### config.mk
export PLATFORM = sky130hd
export DESIGN_NAME = nonpreemptive_priority_scheduler
export DESIGN_NICKNAME = d
export VERILOG_FILES = /design/src/hdl/nps_pkg.sv /design/src/hdl/nonpreemptive_priority_scheduler.sv /design/src/hdl/nps_cell.sv /design/src/hdl/nps_ctrl.sv
export VERILOG_INCLUDE_DIRS = /design/src /design/src/hdl
export SDC_FILE = /design/constraint.sdc
export NUM_CORES = 2
export LEC_CHECK = 0
export BUFFER_PORTS_ARGS = -buffer_cell sky130_fd_sc_hd__buf_2
export CORE_MARGIN = 2
export CORE_UTILIZATION = 50
export CTS_CLUSTER_SIZE = 30
export DETAILED_ROUTE_END_ITERATION = 10
export MAX_ROUTING_LAYER = met4
export PLACE_DENSITY_LB_ADDON = 0.15
export RECOVER_POWER = 50
export SKIP_CTS_REPAIR_TIMING = 1
export SLEW_MARGIN = 0
export SYNTH_ARGS = -nofsm -noshare
export SYNTH_HDL_FRONTEND = slang
export SYNTH_SLANG_ARGS = --single-unit
### constraint.sdc
create_clock -name i_clk -period 6.45 [get_ports i_clk]
set_clock_uncertainty 0.05 [all_clocks]
set_input_delay 0.645 -clock i_clk [delete_from_list [all_inputs] [get_ports i_clk]]
set_output_delay 0.645 -clock i_clk [all_outputs]
set_load 0.05 [all_outputs]
### src/hdl/assert_macros.svh
// ----------------------------------------------------------------------------
// assert_macros.svh
// concurrent assertion helpers used by the scheduler controller nps_ctrl
// ----------------------------------------------------------------------------
`ifndef ASSERT_MACROS_SVH
`define ASSERT_MACROS_SVH

`ifndef SYNTHESIS

// same-cycle implication, held off during reset
`define SVA_IMPLY(lbl, clk, rst_n, ante, cons) \
    lbl: assert property (@(posedge clk) disable iff (!rst_n) (ante) |-> (cons)) \
        else $error("scheduler assertion failed");

// next-cycle implication, held off during reset
`define SVA_NEXT(lbl, clk, rst_n, ante, cons) \
    lbl: assert property (@(posedge clk) disable iff (!rst_n) (ante) |=> (cons)) \
        else $error("scheduler assertion failed");

`else

`define SVA_IMPLY(lbl, clk, rst_n, ante, cons)
`define SVA_NEXT(lbl, clk, rst_n, ante, cons)

`endif

`endif

### src/hdl/nps_pkg.sv
`timescale 1ns / 1ps
// ----------------------------------------------------------------------------
// nps_pkg
// shared types and codes of the non-preemptive priority scheduler
// ----------------------------------------------------------------------------
package nps_pkg;

    localparam int PID_W  = 16;
    localparam int PRIO_W = 8;
    localparam int TICK_W = 32;
    localparam int LEFT_W = 16;
    localparam int KIND_W = 3;

    // command codes of an input word
    localparam logic CMD_TICK   = 1'b0;
    localparam logic CMD_ARRIVE = 1'b1;

    // result kinds
    typedef enum logic [KIND_W-1:0] {
        KIND_CSW    = 3'd0,
        KIND_START  = 3'd1,
        KIND_SLICE  = 3'd2,
        KIND_FINISH = 3'd3,
        KIND_QUEUED = 3'd4,
        KIND_FULL   = 3'd5
    } t_kind;

    // controller states
    typedef enum logic [2:0] {
        S_IDLE,
        S_SCAN,
        S_ARR,
        S_CSW,
        S_START,
        S_SLICE,
        S_FIN
    } t_state;

    // wave travelling down the slot chain
    typedef struct packed {
        logic              active;
        logic              arrive;
        logic              found;
        logic [PID_W-1:0]  pid;
        logic [PRIO_W-1:0] prio;
        logic [TICK_W-1:0] arrival;
        logic [LEFT_W-1:0] left;
    } t_wave;

endpackage

### src/hdl/nonpreemptive_priority_scheduler.sv
// an arrival, or a tick on an idle cpu, runs a wave through all READY_SLOTS slot cells,
//   one cell a cycle, before its first result, if any, is loaded; a tick with a job already
//   running runs no wave and goes straight to its slice result
// input: one word at a time; a new word is taken only once the sequencer is idle again
// reset: synchronous active low; empties the table and leaves the CPU idle
`timescale 1ns / 1ps
// ----------------------------------------------------------------------------
// nonpreemptive_priority_scheduler
// non-preemptive priority job scheduler built as a chain of table slots
// ----------------------------------------------------------------------------
module nonpreemptive_priority_scheduler #(
    parameter int READY_SLOTS = 16
) (
    input  logic                        i_clk,
    input  logic                        i_rst_n,
    input  logic                        i_in_valid,
    output logic                        o_in_ready,
    input  logic                        i_cmd,
    input  logic [nps_pkg::PID_W-1:0]   i_pid,
    input  logic [nps_pkg::PRIO_W-1:0]  i_prio,
    input  logic [nps_pkg::TICK_W-1:0]  i_arrival_tick,
    input  logic [nps_pkg::LEFT_W-1:0]  i_burst,
    input  logic [nps_pkg::TICK_W-1:0]  i_now,
    output logic                        o_out_valid,
    input  logic                        i_out_ready,
    output logic [nps_pkg::KIND_W-1:0]  o_kind,
    output logic [nps_pkg::PID_W-1:0]   o_job_id,
    output logic [nps_pkg::LEFT_W-1:0]  o_left_ticks,
    output logic [nps_pkg::TICK_W-1:0]  o_at_tick,
    output logic                        o_last_result
);
    import nps_pkg::*;

    localparam int IDX_W = $clog2(READY_SLOTS);

    t_wave              w_wave [READY_SLOTS+1];
    logic [IDX_W-1:0]   w_idx  [READY_SLOTS+1];
    logic               w_clr_en;
    logic [IDX_W-1:0]   w_clr_idx;

    assign w_idx[0] = '0;

    // sequencer
    nps_ctrl #(
        .SLOTS (READY_SLOTS)
    ) u_ctrl (
        .i_clk          (i_clk),
        .i_rst_n        (i_rst_n),
        .i_in_valid     (i_in_valid),
        .o_in_ready     (o_in_ready),
        .i_cmd          (i_cmd),
        .i_pid          (i_pid),
        .i_prio         (i_prio),
        .i_arrival_tick (i_arrival_tick),
        .i_burst        (i_burst),
        .i_now          (i_now),
        .o_launch       (w_wave[0]),
        .i_tail         (w_wave[READY_SLOTS]),
        .i_tail_idx     (w_idx[READY_SLOTS]),
        .o_clr_en       (w_clr_en),
        .o_clr_idx      (w_clr_idx),
        .o_out_valid    (o_out_valid),
        .i_out_ready    (i_out_ready),
        .o_kind         (o_kind),
        .o_job_id       (o_job_id),
        .o_left_ticks   (o_left_ticks),
        .o_at_tick      (o_at_tick),
        .o_last_result  (o_last_result)
    );

    // slot chain
    for (genvar g = 0; g < READY_SLOTS; g++) begin : g_slot
        nps_cell #(
            .SLOTS (READY_SLOTS),
            .INDEX (g)
        ) u_cell (
            .i_clk     (i_clk),
            .i_rst_n   (i_rst_n),
            .i_wave    (w_wave[g]),
            .i_idx     (w_idx[g]),
            .i_clr_en  (w_clr_en),
            .i_clr_idx (w_clr_idx),
            .o_wave    (w_wave[g+1]),
            .o_idx     (w_idx[g+1])
        );
    end

endmodule

### src/hdl/nps_cell.sv
`timescale 1ns / 1ps
// ----------------------------------------------------------------------------
// nps_cell
// one ready-table slot; inserts an arriving job or keeps the best candidate
// of a dispatch wave and passes the wave on in the next cycle, never later
// ----------------------------------------------------------------------------
module nps_cell #(
    parameter int SLOTS = 16,
    parameter int INDEX = 0
) (
    input  logic                        i_clk,
    input  logic                        i_rst_n,
    input  nps_pkg::t_wave              i_wave,
    input  logic [$clog2(SLOTS)-1:0]    i_idx,
    input  logic                        i_clr_en,
    input  logic [$clog2(SLOTS)-1:0]    i_clr_idx,
    output nps_pkg::t_wave              o_wave,
    output logic [$clog2(SLOTS)-1:0]    o_idx
);
    import nps_pkg::*;

    localparam int IDX_W = $clog2(SLOTS);

    logic               r_valid;
    logic               n_valid;
    logic [PID_W-1:0]   r_pid;
    logic [PRIO_W-1:0]  r_prio;
    logic [TICK_W-1:0]  r_arrival;
    logic [LEFT_W-1:0]  r_left;
    t_wave              r_wave;
    t_wave              n_wave;
    logic [IDX_W-1:0]   r_idx;
    logic [IDX_W-1:0]   n_idx;
    logic               w_write;
    logic               w_better;

    // ordering: priority, then arrival, then id; strict so earlier slot wins
    always_comb begin
        w_better = !i_wave.found
                || (r_prio < i_wave.prio)
                || ((r_prio == i_wave.prio)
                    && ((r_arrival < i_wave.arrival)
                        || ((r_arrival == i_wave.arrival) && (r_pid < i_wave.pid))));
    end

    // wave handling
    always_comb begin
        n_wave  = i_wave;
        n_idx   = i_idx;
        w_write = 1'b0;
        if (i_wave.active) begin
            if (i_wave.arrive) begin
                if (!i_wave.found && !r_valid) begin
                    w_write      = 1'b1;
                    n_wave.found = 1'b1;
                end
            end else if (r_valid && w_better) begin
                n_wave.found   = 1'b1;
                n_wave.pid     = r_pid;
                n_wave.prio    = r_prio;
                n_wave.arrival = r_arrival;
                n_wave.left    = r_left;
                n_idx          = IDX_W'(INDEX);
            end
        end
    end

    // slot occupancy
    always_comb begin
        n_valid = r_valid;
        if (w_write) begin
            n_valid = 1'b1;
        end else if (i_clr_en && (i_clr_idx == IDX_W'(INDEX))) begin
            n_valid = 1'b0;
        end
    end

    always_ff @(posedge i_clk) begin
        if (!i_rst_n) begin
            r_valid <= 1'b0;
            r_wave  <= '0;
        end else begin
            r_valid <= n_valid;
            r_wave  <= n_wave;
        end
    end

    // payload, no reset
    always_ff @(posedge i_clk) begin
        r_idx <= n_idx;
        if (w_write) begin
            r_pid     <= i_wave.pid;
            r_prio    <= i_wave.prio;
            r_arrival <= i_wave.arrival;
            r_left    <= i_wave.left;
        end
    end

    assign o_wave = r_wave;
    assign o_idx  = r_idx;

endmodule

### src/hdl/nps_ctrl.sv
`timescale 1ns / 1ps
// ----------------------------------------------------------------------------
// nps_ctrl
// command sequencer: launches waves into the slot chain, holds the running
// job and emits result words through an output register
// ----------------------------------------------------------------------------
`include "assert_macros.svh"

module nps_ctrl #(
    parameter int SLOTS = 16
) (
    input  logic                            i_clk,
    input  logic                            i_rst_n,
    input  logic                            i_in_valid,
    output logic                            o_in_ready,
    input  logic                            i_cmd,
    input  logic [nps_pkg::PID_W-1:0]       i_pid,
    input  logic [nps_pkg::PRIO_W-1:0]      i_prio,
    input  logic [nps_pkg::TICK_W-1:0]      i_arrival_tick,
    input  logic [nps_pkg::LEFT_W-1:0]      i_burst,
    input  logic [nps_pkg::TICK_W-1:0]      i_now,
    output nps_pkg::t_wave                  o_launch,
    input  nps_pkg::t_wave                  i_tail,
    input  logic [$clog2(SLOTS)-1:0]        i_tail_idx,
    output logic                            o_clr_en,
    output logic [$clog2(SLOTS)-1:0]        o_clr_idx,
    output logic                            o_out_valid,
    input  logic                            i_out_ready,
    output logic [nps_pkg::KIND_W-1:0]      o_kind,
    output logic [nps_pkg::PID_W-1:0]       o_job_id,
    output logic [nps_pkg::LEFT_W-1:0]      o_left_ticks,
    output logic [nps_pkg::TICK_W-1:0]      o_at_tick,
    output logic                            o_last_result
);
    import nps_pkg::*;

    t_state             r_state;
    t_state             n_state;
    t_wave              r_launch;
    t_wave              n_launch;
    logic [TICK_W-1:0]  r_now;
    logic [PID_W-1:0]   r_pid;
    logic [LEFT_W-1:0]  r_burst;
    logic               r_placed;
    logic               r_run_valid;
    logic [PID_W-1:0]   r_run_pid;
    logic [LEFT_W-1:0]  r_run_left;
    logic               r_out_valid;
    t_kind              r_kind;
    t_kind              n_kind;
    logic [PID_W-1:0]   r_job;
    logic [PID_W-1:0]   n_job;
    logic [LEFT_W-1:0]  r_left;
    logic [LEFT_W-1:0]  n_left;
    logic [TICK_W-1:0]  r_at;
    logic               r_last;
    logic               n_last;
    logic               w_in_acc;
    logic               w_out_free;
    logic               w_load;
    logic               w_tail_done;
    logic               w_dispatch;
    logic [LEFT_W-1:0]  w_dec;

    assign o_in_ready  = (r_state == S_IDLE);
    assign w_in_acc    = i_in_valid && o_in_ready;
    assign w_out_free  = !r_out_valid || i_out_ready;
    assign w_tail_done = (r_state == S_SCAN) && i_tail.active;
    assign w_dispatch  = w_tail_done && !i_tail.arrive && i_tail.found;
    assign w_dec       = r_run_left - LEFT_W'(r_run_left != '0);

    // slot clear on dispatch
    assign o_clr_en  = w_dispatch;
    assign o_clr_idx = i_tail_idx;

    // wave launch
    always_comb begin
        n_launch.active  = w_in_acc && ((i_cmd == CMD_ARRIVE) || !r_run_valid);
        n_launch.arrive  = (i_cmd == CMD_ARRIVE);
        n_launch.found   = 1'b0;
        n_launch.pid     = i_pid;
        n_launch.prio    = i_prio;
        n_launch.arrival = i_arrival_tick;
        n_launch.left    = i_burst;
    end
    assign o_launch = r_launch;

    // next state
    always_comb begin
        n_state = r_state;
        unique case (r_state)
            S_IDLE: begin
                if (w_in_acc) begin
                    if ((i_cmd == CMD_ARRIVE) || !r_run_valid) begin
                        n_state = S_SCAN;
                    end else begin
                        n_state = S_SLICE;
                    end
                end
            end
            S_SCAN: begin
                if (i_tail.active) begin
                    if (i_tail.arrive) begin
                        n_state = S_ARR;
                    end else if (i_tail.found) begin
                        n_state = S_CSW;
                    end else begin
                        n_state = S_IDLE;
                    end
                end
            end
            S_ARR: begin
                if (w_load) begin
                    n_state = S_IDLE;
                end
            end
            S_CSW: begin
                if (w_load) begin
                    n_state = S_START;
                end
            end
            S_START: begin
                if (w_load) begin
                    n_state = S_SLICE;
                end
            end
            S_SLICE: begin
                if (w_load) begin
                    n_state = (w_dec == '0) ? S_FIN : S_IDLE;
                end
            end
            S_FIN: begin
                if (w_load) begin
                    n_state = S_IDLE;
                end
            end
            default: n_state = S_IDLE;
        endcase
    end

    // result word selection
    always_comb begin
        w_load = 1'b0;
        n_kind = r_kind;
        n_job  = r_job;
        n_left = r_left;
        n_last = r_last;
        unique case (r_state)
            S_ARR: begin
                w_load = w_out_free;
                n_kind = r_placed ? KIND_QUEUED : KIND_FULL;
                n_job  = r_pid;
                n_left = r_burst;
                n_last = 1'b1;
            end
            S_CSW: begin
                w_load = w_out_free;
                n_kind = KIND_CSW;
                n_job  = r_run_pid;
                n_left = r_run_left;
                n_last = 1'b0;
            end
            S_START: begin
                w_load = w_out_free;
                n_kind = KIND_START;
                n_job  = r_run_pid;
                n_left = r_run_left;
                n_last = 1'b0;
            end
            S_SLICE: begin
                w_load = w_out_free;
                n_kind = KIND_SLICE;
                n_job  = r_run_pid;
                n_left = w_dec;
                n_last = (w_dec != '0);
            end
            S_FIN: begin
                w_load = w_out_free;
                n_kind = KIND_FINISH;
                n_job  = r_run_pid;
                n_left = '0;
                n_last = 1'b1;
            end
            default: begin
                w_load = 1'b0;
            end
        endcase
    end

    // control registers
    always_ff @(posedge i_clk) begin
        if (!i_rst_n) begin
            r_state     <= S_IDLE;
            r_launch    <= '0;
            r_out_valid <= 1'b0;
            r_run_valid <= 1'b0;
            r_run_pid   <= '0;
            r_run_left  <= '0;
        end else begin
            r_state     <= n_state;
            r_launch    <= n_launch;
            if (w_load) begin
                r_out_valid <= 1'b1;
            end else if (i_out_ready) begin
                r_out_valid <= 1'b0;
            end
            // running job
            if (w_dispatch) begin
                r_run_valid <= 1'b1;
                r_run_pid   <= i_tail.pid;
                r_run_left  <= i_tail.left;
            end else if ((r_state == S_SLICE) && w_load) begin
                r_run_left  <= w_dec;
            end else if ((r_state == S_FIN) && w_load) begin
                r_run_valid <= 1'b0;
                r_run_pid   <= '0;
            end
        end
    end

    // payload registers
    always_ff @(posedge i_clk) begin
        if (w_in_acc) begin
            r_now   <= i_now;
            r_pid   <= i_pid;
            r_burst <= i_burst;
        end
        if (w_tail_done) begin
            r_placed <= i_tail.found;
        end
        // tick held with the word so a new input cannot disturb it
        if (w_load) begin
            r_kind <= n_kind;
            r_job  <= n_job;
            r_left <= n_left;
            r_at   <= r_now;
            r_last <= n_last;
        end
    end

    assign o_out_valid   = r_out_valid;
    assign o_kind        = r_kind;
    assign o_job_id      = r_job;
    assign o_left_ticks  = r_left;
    assign o_at_tick     = r_at;
    assign o_last_result = r_last;

    // checks
    `SVA_IMPLY(a_dispatch_cpu_idle, i_clk, i_rst_n, o_clr_en, !r_run_valid)
    `SVA_IMPLY(a_slice_has_job, i_clk, i_rst_n, (r_state == S_SLICE), r_run_valid)
    `SVA_NEXT(a_finish_frees_cpu, i_clk, i_rst_n, (r_state == S_FIN) && w_load, !r_run_valid)
    `SVA_IMPLY(a_slice_last_flag, i_clk, i_rst_n, o_out_valid && (o_kind == KIND_SLICE), o_last_result == (o_left_ticks != '0))

endmodule
==> impl_metrics.csv <==
group,metric,value,unit
run_status,status,"complete, but fails checks",
run_status,violations,"max-capacitance violations, max-slew violations",
sta,finalSetupViolCount,0,
setup_path,cp-start-kind,"input port",
setup_path,cpMaxStageDelayCell,"clkbuf_2",
synth,syn_area,111500,um2
sta,grt_setup_unrepaired,"false",
route,drt_iter0_drc,4315,
clock_network,cts_tree,"built",
route,routedWlPerCell,18.09,um
synth,synthCells,9924,
global_route,grt_util_all_layers,21.49,%
synth,yosysTopAreaCell,"edfxtp_1",
sta,slew_viol_final,803,
synth,yosys_warnings,0,
sta,period_minus_slack,4.784,ns
sta,postLayoutSetupSlackWorst,1.666,ns
setup_path,critPathLaunch,"i_rst_n",
setup_path,worst_ep_required_time,7.20,ns
route,drc,0,
setup_path,crit_end,"g_slot[14].u_cell.o_wave[32]$_SDFF_PN0_",
die,dieArea,226800,um2
pwr,power_per_cell_area,273.7,nW/um2
setup_path,critPathMaxFanout,173,
clock_network,clkSinkCount,2621,
setup_path,r2r_setup_slack,2.06,ns
route,wl_met2,120.8,mm
die,die_w,476.2,um
placement,placed_cells,12730,
setup_path,cp-end-kind,"register",
synth,ys_top_cells_by_count,"nand2_1 (2394), dfxtp_1 (1336), edfxtp_1 (1285)",
synth,synth_area_per_cell,11.23,um2
global_route,antenna_found_initial,7,
route,met3_length,7.158,mm
clock_network,clkTransAtPathRegs,0.06,ns
layout,nets,11090,
job,drv_cap,18,
setup_path,cp_cell_sequence,"clkbuf_2, clkbuf_1, buf_12, buf_4, nand2_1, mux2i_1",
synth,synth-async-reset-ratio,0,%
worst_hold_path,hold_class,"in2reg",
synth,synth_ff_type,"dfxtp_1",
route,wl,241.5,mm
worst_hold_path,hold_start,"i_out_ready",
layout,area_growth,12.28,%
clock_network,clock_latency,0.93,ns
synth,synthTopCellsByArea,"edfxtp_1 (35%), dfxtp_1 (24%), mux2i_1 (9.4%), ha_1 (9.3%), nand2_1 (8.1%)",
setup_path,crit_cells,6,
setup_path,reg2regPathDepth,8,
setup_path,cp_data_arrival_time,5.53,ns
die,initial_core_util,50.25,%
synth,synth-edff-count,1285,
synth,synth-seq-area-share,58.61,%
synth,synth_cell_types,68,
global_route,grt_pass1_vias,68470,
setup_path,cpLargestDelayFamily,"buffers and inverters",
setup_path,slowest_delay,2.62,ns
placement,dp_hpwl,166.8,mm
sta,worst_pin_slew,3.993,ns
clock_network,cts_buffers,289,
pwr,power,34260,uW
global_route,grt_pass1_wl,380.6,mm
setup_path,crit_type,"in2reg",
route,vias_per_cell,5.181,
sta,setup_tns,0,ns
global_route,grt_max_degree,221,
sta,finalHoldViolations,0,
layout,fill_cells,18640,
pwr,power_leakage,0.04781,uW
pwr,vdd_ir_drop_max,0.2322,mV
placement,io_buffers,178,
die,num_rows,173,
die,die_height,476.2,um
setup_path,crit_buf_inv,4,
setup_path,reg2reg_to,"u_ctrl.r_run_pid[5]$_SDFFE_PN0P_",
route,drt-met1-wl,106.5,mm
die,fp.coreArea,221900,um2
clock_network,h-tree-depth,5,
route,dr.pass1.iters,6,
route,postRouteAntennaNets,0,
sta,max_freq,0.2090,GHz
sta,slew_headroom,-166.2,%
synth,synth.most_common_cell,"nand2_1",
placement,gp_congestion,0.8563,
layout,drive_gt1_share,6.704,%
layout,final_cells,13350,
route,top_layer,"met4",
synth,ys_seq_elements,2621,
sta,post-route-period-util,74.18,%
clock_network,ctsRootBufferMaster,"clkbuf_16",
clock_network,clock_path_buffers,4,
synth,syn_nets,10860,
placement,dp_slack,2.404,ns
route,vias,69150,
setup_path,r2r_start,"u_ctrl.r_state[2]$_SDFFE_PN0P_",
global_route,grt-ovfl-total,0,
die,ioPinCount,179,
synth,synth_top_area_share,34.61,%
[worst reg2reg max path, stage by stage (launching register included)]
cell	delay, ns
dfxtp_1	0.30
clkbuf_1	1.14
nor2_1	0.62
and3_1	0.41
and3_1	0.24
buf_4	0.29
nor2b_1	0.94
a22oi_1	0.14
nor2b_1	0.19
[flip-flops by register name, indices dropped and copies added (netlist names)]
name,flops
u_ctrl.r_run_valid,1
u_ctrl.r_placed,1
u_ctrl.o_out_valid,1
u_ctrl.r_state,3
g_slot.u_cell.r_arrival,512
g_slot.u_cell.o_idx,49
u_ctrl.o_launch,74
u_ctrl.r_run_pid,16
g_slot.u_cell.r_pid,256
u_ctrl.o_last_result,1
g_slot.u_cell.r_prio,128
u_ctrl.o_job_id,16
u_ctrl.r_now,32
u_ctrl.o_left_ticks,16
g_slot.u_cell.o_wave,1160
u_ctrl.r_burst,16
u_ctrl.o_kind,3
g_slot.u_cell.r_valid,16
u_ctrl.o_at_tick,32
u_ctrl.r_run_left,16
g_slot.u_cell.r_left,256
u_ctrl.r_pid,16
[metal layers]
metal	global-route usage, %	vias up
met5	-	-
met1	26.90	33150
li1	-	34520
met3	2.519	455
met4	6.398	0
met2	36.55	1028
[area by class of cell]
| type | instances | area, um2 | area share (%) |
|---|---|---|---|
| diodes | 6 | 15.01 | 0.01200 |
| clock buffers | 418 | 8383 | 6.697 |
| clock inverters | 90 | 842.1 | 0.6727 |
| inverters | 853 | 3202 | 2.558 |
| multi-input cells | 6020 | 41070 | 32.81 |
| flip-flops and latches | 2621 | 65330 | 52.19 |
| well taps | 2975 | 3722 | 2.974 |
| repair buffers | 365 | 2600 | 2.077 |
[logic make-up after synthesis]
kind of cell / after synthesis / synth area share, %
AO/OA/AOI/OAI: 916 / 5.386
buffers and inverters: 1283 / 4.626
adder cells (fa/ha/maj): 828 / 9.293
AND/OR/NAND/NOR: 3184 / 12.29
flip-flops: 2621 / 58.61
multiplexers: 1068 / 9.610
XOR/XNOR: 24 / 0.1886
[metrics by stage]
stage          hold WS, ns  area [um2]  utilization [%]
6_report           0.05649      125200            56.42
3_5_place_dp        0.3454      115100            51.87
2_1_floorplan       0.3363      111500                -
3_3_place_gp        0.3434      115100            51.87
5_1_grt            0.02524      125200            56.42
4_1_cts            -0.2084      124300            56.02
[layout by cell type, fill, tap and decap left out, types with 14 or more instances in the layout]
cell	count
dlygate4sd3_1	104
nand4_1	134
and3_1	14
and2_0	35
and4_1	32
o31ai_1	17
nand2_1	2393
nor4_1	36
nor2_1	93
nand2b_1	38
a21oi_1	290
and2_1	90
clkinv_2	59
nor3_1	56
mux2i_1	1050
o211ai_1	45
or2_2	15
nor2b_1	96
edfxtp_1	1285
nand3b_1	20
inv_1	852
clkbuf_16	302
o21ai_0	142
a22oi_1	31
bufinv_16	14
ha_1	828
a21boi_0	90
mux2_2	18
o21a_1	50
a21o_1	56
o21bai_1	24
buf_4	49
nand3_1	77
clkbuf_1	129
clkbuf_8	39
a211oi_1	45
a221oi_1	32
xor2_1	19
buf_2	146
dfxtp_1	1336
[power by group]
part / internal (uW) / total (uW) / switching (uW)
sequential: 17500 / 17600 / 93.2
clock: 9580 / 16000 / 6470
combinational: 228 / 644 / 415
[worst min-delay path by stage]
stage	depth (start not counted)	slack (ns)	to
2_1_floorplan	1	0.34	g_slot[11].u_cell.o_idx[0]$_DFF_P_
3_3_place_gp	1	0.34	g_slot[12].u_cell.o_idx[3]$_DFF_P_
3_5_place_dp	1	0.35	g_slot[11].u_cell.o_idx[1]$_DFF_P_
4_1_cts	1	-0.21	u_ctrl.r_now[6]$_DFFE_PP_
5_1_grt	2	0.03	u_ctrl.o_launch[73]$_SDFF_PN0_
6_report	3	0.06	u_ctrl.o_out_valid$_SDFFE_PN0P_
Note: power is estimated with default switching activity, not from simulation.
